[src/rtl/tlpt_pkg.sv]
// ----------------------------------------------------------------------------
// tlpt_pkg
// shared types and constants of the two-level page table manager
// ----------------------------------------------------------------------------
package tlpt_pkg;

	localparam int IDX_W         = 10;
	localparam int OFS_W         = 12;
	localparam int FRAME_W       = 20;
	localparam int ADDR_W        = 32;
	localparam int FLAGS_W       = 12;
	localparam int CMD_W         = 2;
	localparam int STATUS_W      = 2;
	localparam int DIR_ENTRIES   = 1024;
	localparam int TABLE_ENTRIES = 1024;
	localparam int FLAG_PRESENT  = 0;
	localparam int FLAG_USER     = 2;

	localparam logic [CMD_W-1:0] CMD_MAP   = 2'd0;
	localparam logic [CMD_W-1:0] CMD_UNMAP = 2'd1;
	localparam logic [CMD_W-1:0] CMD_XLATE = 2'd2;

	localparam logic [STATUS_W-1:0] STS_OK         = 2'd0;
	localparam logic [STATUS_W-1:0] STS_NO_TABLE   = 2'd1;
	localparam logic [STATUS_W-1:0] STS_NOT_MAPPED = 2'd2;

	typedef enum logic [1:0] {
		OP_MAP,
		OP_UNMAP,
		OP_XLATE,
		OP_NOP
	} op_t;

	typedef enum logic [1:0] {
		BK_CLEAR,
		BK_ISSUE,
		BK_DIR,
		BK_TBL
	} bk_state_t;

	// one classified command waiting for the back end
	typedef struct packed {
		op_t                op;
		logic [IDX_W-1:0]   dir_idx;
		logic [IDX_W-1:0]   tbl_idx;
		logic [OFS_W-1:0]   offset;
		logic [FRAME_W-1:0] frame;
		logic [FLAGS_W-1:0] flags;
	} item_t;

endpackage

[src/rtl/tlpt_req_if.sv]
// ----------------------------------------------------------------------------
// tlpt_req_if
// command channel: valid/ready with map, unmap and translate requests
// ----------------------------------------------------------------------------
interface tlpt_req_if;
	logic                              valid;
	logic                              ready;
	logic [tlpt_pkg::CMD_W-1:0]        cmd;
	logic [tlpt_pkg::ADDR_W-1:0]       virt_addr;
	logic [tlpt_pkg::ADDR_W-1:0]       phys_addr;
	logic [tlpt_pkg::FLAGS_W-1:0]      page_flags;

	modport source (output valid, cmd, virt_addr, phys_addr, page_flags, input ready);
	modport sink (input valid, cmd, virt_addr, phys_addr, page_flags, output ready);
endinterface

[src/rtl/tlpt_front.sv]
// ----------------------------------------------------------------------------
// tlpt_front
// accepts commands, splits the address fields and queues them (two entries)
// ----------------------------------------------------------------------------
module tlpt_front (
	input  logic              clk,
	input  logic              arst_n,
	tlpt_req_if.sink          req,
	output logic              q_valid,
	output tlpt_pkg::item_t   q_item,
	input  logic              q_pop
);

	tlpt_pkg::item_t fifo_q [2];
	logic            wr_ptr_q;
	logic            rd_ptr_q;
	logic [1:0]      count_q;
	tlpt_pkg::item_t item_in;
	logic            push;

	always_comb begin
		item_in.dir_idx = req.virt_addr[tlpt_pkg::ADDR_W-1 -: tlpt_pkg::IDX_W];
		item_in.tbl_idx = req.virt_addr[tlpt_pkg::OFS_W +: tlpt_pkg::IDX_W];
		item_in.offset  = req.virt_addr[tlpt_pkg::OFS_W-1:0];
		item_in.frame   = req.phys_addr[tlpt_pkg::ADDR_W-1 -: tlpt_pkg::FRAME_W];
		item_in.flags   = req.page_flags;
		case (req.cmd)
			tlpt_pkg::CMD_MAP:   item_in.op = tlpt_pkg::OP_MAP;
			tlpt_pkg::CMD_UNMAP: item_in.op = tlpt_pkg::OP_UNMAP;
			tlpt_pkg::CMD_XLATE: item_in.op = tlpt_pkg::OP_XLATE;
			default:             item_in.op = tlpt_pkg::OP_NOP;
		endcase
	end

	assign req.ready = (count_q != 2'd2);
	assign push      = req.valid && req.ready;
	assign q_valid   = (count_q != 2'd0);
	assign q_item    = fifo_q[rd_ptr_q];

	always_ff @(posedge clk) begin
		if (push) begin
			fifo_q[wr_ptr_q] <= item_in;
		end
	end

	always_ff @(posedge clk or negedge arst_n) begin
		if (!arst_n) begin
			wr_ptr_q <= 1'b0;
			rd_ptr_q <= 1'b0;
			count_q  <= 2'd0;
		end else begin
			if (push) begin
				wr_ptr_q <= ~wr_ptr_q;
			end
			if (q_pop) begin
				rd_ptr_q <= ~rd_ptr_q;
			end
			case ({push, q_pop})
				2'b10:   count_q <= count_q + 2'd1;
				2'b01:   count_q <= count_q - 2'd1;
				default: count_q <= count_q;
			endcase
		end
	end

endmodule

[src/flat_wrapper.sv]
// flat-port wrapper written by rule: the top's interface ports become plain ports
module tlpt_front_flat 
  (clk, arst_n, q_valid, q_item, q_pop, req_valid, req_cmd, req_virt_addr, req_phys_addr, req_page_flags, req_ready);
  tlpt_req_if req_i ();
  input  logic clk;
  input  logic arst_n;
  output logic q_valid;
  output tlpt_pkg::item_t q_item;
  input  logic q_pop;
  input wire logic [$bits(req_i.valid)-1:0] req_valid;
  input wire logic [$bits(req_i.cmd)-1:0] req_cmd;
  input wire logic [$bits(req_i.virt_addr)-1:0] req_virt_addr;
  input wire logic [$bits(req_i.phys_addr)-1:0] req_phys_addr;
  input wire logic [$bits(req_i.page_flags)-1:0] req_page_flags;
  output wire logic [$bits(req_i.ready)-1:0] req_ready;
  assign req_i.valid = req_valid;
  assign req_i.cmd = req_cmd;
  assign req_i.virt_addr = req_virt_addr;
  assign req_i.phys_addr = req_phys_addr;
  assign req_i.page_flags = req_page_flags;
  assign req_ready = req_i.ready;
  tlpt_front u_core (.clk(clk), .arst_n(arst_n), .req(req_i), .q_valid(q_valid), .q_item(q_item), .q_pop(q_pop));
endmodule
[config.mk]
export PLATFORM = sky130hd
export DESIGN_NAME = tlpt_front_flat
export DESIGN_NICKNAME = d
export VERILOG_FILES = /design/src/rtl/tlpt_pkg.sv /design/src/rtl/tlpt_req_if.sv /design/src/rtl/tlpt_front.sv /design/src/flat_wrapper.sv
export SDC_FILE = /design/constraint.sdc
export NUM_CORES = 1
export LEC_CHECK = 0
export BUFFER_PORTS_ARGS = -buffer_cell sky130_fd_sc_hd__clkbuf_2
export CORE_MARGIN = 2
export CORE_UTILIZATION = 51
export DETAILED_ROUTE_END_ITERATION = 7
export PLACE_DENSITY = 0.85
export SYNTH_ARGS = -nofsm -noshare
export SYNTH_HDL_FRONTEND = slang
export SYNTH_SLANG_ARGS = --single-unit
[constraint.sdc]
create_clock -name clk -period 5 [get_ports clk]
set_clock_uncertainty 0.15 [all_clocks]
set_input_delay 0.5 -clock clk [delete_from_list [all_inputs] [get_ports clk]]
set_output_delay 0.5 -clock clk [all_outputs]
set_load 0.05 [all_outputs]
==> impl.org <==
** Outcome
- Outcome :: finished, final reports clean

** Route
- In the final routed layout, each cell accounts on average for approximately 16 µm.
- Summed over all layers, the routed wires come to 8.44 mm.
- DR vias :: between 2000 and 3000
- Dividing the detail-routed via count by the number of cells gives 4.90.
- In this run, the number of DRC markers left after iteration 0 of detailed routing was approximately 130.
- Pre-antenna DRT Iters :: 4
- Once detail routing completed, the nets flagged for antenna violations numbered 0.
- For this run, design rule violations remaining after detail routing come to 0.

** Worst setup path
- Crit path kind :: flop to primary output
- STA classifies the critical path startpoint as a flop.
- Signal arrival time at the worst endpoint :: 2.35 ns
- Number of buffer and inverter instances along the worst setup path :: 1
- Of all nets on the critical path, the largest fanout is 67.
- For this design, the slowest cell found on the critical path is sky130_fd_sc_hd__dfrtp_4.
- Reg-to-Reg Start :: u_core.count_q[0]
- The worst register-to-register path ends at u_core.fifo_q[0][56].
- For flop-to-flop paths, the worst setup slack is 2.55 ns.
- Crit path largest cell delay :: 1.10 ns
- The kind of cell with the highest combined delay along the critical path is flip-flops.
- For the worst setup path, the data required time is between 4 and 5 ns.
- Kind of end point of the critical path :: primary output
- Traced cell by cell, the critical path runs through mux2_2, clkbuf_2.
- Reg2reg path depth :: 4

** Yosys
- Async S/R FF share, synth :: 0.0294
- The synthesized design contains 136 register bits.
- Counting every net in the synthesized netlist gives 306.
- Top-area cell type share of the netlist area :: 0.782
- In the synthesized netlist, the cells that appear most often are sky130_fd_sc_hd__edfxtp_1 (132), sky130_fd_sc_hd__mux2_2 (36), sky130_fd_sc_hd__mux2_4 (30).
- YS warnings :: 0
- The netlist uses 16 different library cells.
- Sequential area share after synthesis :: 0.802
- Post-Syn Instances :: 223
- Library cell with the largest summed area after synthesis :: sky130_fd_sc_hd__edfxtp_1
- After synthesis the cells add up to 5070 µm².
- Main flop type after synthesis :: sky130_fd_sc_hd__edfxtp_1
- By instance count, the leading cell after synthesis is sky130_fd_sc_hd__edfxtp_1.
- By area the synthesized netlist is led by sky130_fd_sc_hd__edfxtp_1 (78%), sky130_fd_sc_hd__mux2_4 (8.9%), sky130_fd_sc_hd__mux2_2 (8.0%).
- A synthesized cell averages 22.7 µm².
- Number of flops mapped to enable cells by yosys :: 132

** STA
- Min cycle time layout :: about 3.0 ns
- Number of hold violations in the final report :: 0
- Dividing the final minimum period by the clock period gives 0.600.
- Setup repair after global routing left no endpoint under its margin.
- For the pin with the worst max-slew slack, the measured transition is 1.06 ns.
- In this run the tightest slew margin relative to its limit is 0.294.
- Setup violations remaining at the end of the flow were counted as 0.
- The number of max-slew violations in the final report came to 0.
- Timing would allow up to around 330 MHz.
- Final TNS setup :: 0 ns

** Floorplanning
- Number of placed I/O pins :: 150
- Number of rows in the core area :: 36
- Measured along the y axis, the die boundary spans 104 µm.
- Die width :: 104 µm
- Core box area :: around 9700 µm²
- The initial utilization of the core area, before any placement, comes to 0.521.
- Area of the die :: approximately 11000 µm²

** Min path
- Startpoint of the worst hold path :: req_virt_addr[16]
- The min-delay analysis places its worst path in the category input port to flop.
- Worst Hold Path EP :: u_core.fifo_q[0][48]
- Along the worst hold path, the cell count comes to 1.

** Finish
- The area growth from synthesis to layout is 28.5%.
- The filler cells instantiated in the layout total 711.
- Share of final-layout standard cells stronger than drive strength 1 :: 0.622
- Utilization after layout :: 0.670
- The repair_antennas step left the layout with diodes totalling 0.
- In the final design database the tool counted 456 nets.

** Run
- # Max-Cap Violations :: 0

** Global route
- In the global route stage, overall resource usage came out at 0.168.
- Antenna violations before repair :: 1
- Vias in the first global route :: 2680
- Global-route wire length before repair :: 13.5 mm
- Overall overflow remaining after global route :: 0
- Maximum number of pins on one net before global-route repair :: 68

** Clock tree
- Clock latency on the worst-skew pair, taken at its later pin, is 0.50 ns.
- Root Buffer :: sky130_fd_sc_hd__clkbuf_8
- The clock drives around 140 sinks.
- Maximum buffer depth of the clock tree :: 2
- After clock tree synthesis, the clock-pin slew on the worst setup and hold paths is 0.06 ns.
- TritonCTS built the clock tree.
- Setup Buffers After CTS :: 0
- In this run, post-CTS repair resized a total of 0 instances.
- H-tree depth :: 4
- CTS buffer count :: 17
- Total of hold buffers inserted after clock tree synthesis :: 1

** Power and ir drop
- VDD sags by at most 0.478 mV.
- Leakage component of the power :: 0.00258 µW
- Cell Pwr Density :: ~730 nW/µm²

** Placement
- Final HPWL from detailed placement :: 5.52 mm
- Final GP Congestion :: about 0.7
- Port Buf Inserts :: 137
## cell type report
| cell class | count | area (µm²) | share of cell area |
|---|---|---|---|
| Timing Repair Buffer | 140 | 711 | 0.109 |
| Tap cell | 133 | 166 | 0.0255 |
| Multi-Input combinational cell | 78 | 951 | 0.146 |
| Sequential cell | 136 | 4070 | 0.624 |
| Clock inverter | 12 | 174 | 0.0267 |
| Clock buffer | 20 | 445 | 0.0684 |
## cell families after synthesis
| group | Yosys count | synth area share |
|---|---|---|
| AND/OR/NAND/NOR | 6 | 0.00593 |
| adder cells (fa/ha/maj) | 1 | 0.00247 |
| buffers and inverters | 9 | 0.0126 |
| multiplexers | 66 | 0.169 |
| XOR/XNOR | 5 | 0.00864 |
| flip-flops | 136 | 0.802 |
## stage by stage
stage | setup slack [ns] | cell area (µm²) | instances | hold WS [ns] | power [µW]
floorplan | 0.521 | 5070 | 223 | 0.0544 | 3210
global placement | 2.54 | 5890 | 486 | 0.159 | 3510
detailed placement | 2.52 | 5890 | 486 | 0.165 | 3550
CTS | 1.95 | 6520 | 519 | 0.00137 | 4830
global route | 1.90 | 6520 | 519 | 0.000954 | 4960
finish | 2.00 | 6520 | 519 | 0.0331 | 4780
## layer usage
layer	share of wire	vias to the layer above	track usage
met1	0.39	1246	0.188
met4	0.016	2	0.0714
li1	-	1187	-
met5	0.0015	-	0
met3	0.066	15	0.0705
met2	0.52	95	0.285
## where the power goes
group / switching, µW / internal, µW / leakage, µW
combinational: 1210 / 536 / 0.00101
sequential: 190 / 1560 / 0.00127
clock: 442 / 834 / 0.000293
## flip-flops by register name (all words and copies together) (netlist names)
signal	cells
u_core.wr_ptr_q	1
u_core.rd_ptr_q	1
u_core.count_q	2
u_core.fifo_q	132
## worst max path at each step
stage                                 start             endpoint  slack, ns  cells after the start
after global placement      u_core.rd_ptr_q           q_item[56]       2.54                      2
after CTS                   u_core.rd_ptr_q           q_item[52]       1.95                      2
after floorplan           u_core.count_q[0]  u_core.fifo_q[0][0]       0.52                      3
final                       u_core.rd_ptr_q           q_item[61]       2.00                      2
after global routing        u_core.rd_ptr_q           q_item[65]       1.90                      2
after detailed placement    u_core.rd_ptr_q           q_item[52]       2.52                      2
## placed cells by master (no fill, tap or decap), types with 2 or more instances in the layout
cell / n
sky130_fd_sc_hd__xnor2_1: 3
sky130_fd_sc_hd__mux2_2: 36
sky130_fd_sc_hd__xor2_1: 2
sky130_fd_sc_hd__dfrtp_1: 3
sky130_fd_sc_hd__clkbuf_8: 3
sky130_fd_sc_hd__bufinv_16: 4
sky130_fd_sc_hd__edfxtp_1: 132
sky130_fd_sc_hd__clkbuf_16: 16
sky130_fd_sc_hd__clkbuf_2: 137
sky130_fd_sc_hd__buf_4: 2
sky130_fd_sc_hd__clkinvlp_4: 4
sky130_fd_sc_hd__mux2_4: 30
sky130_fd_sc_hd__clkinv_2: 3
No activity file was read; power rests on OpenSTA's default activity.
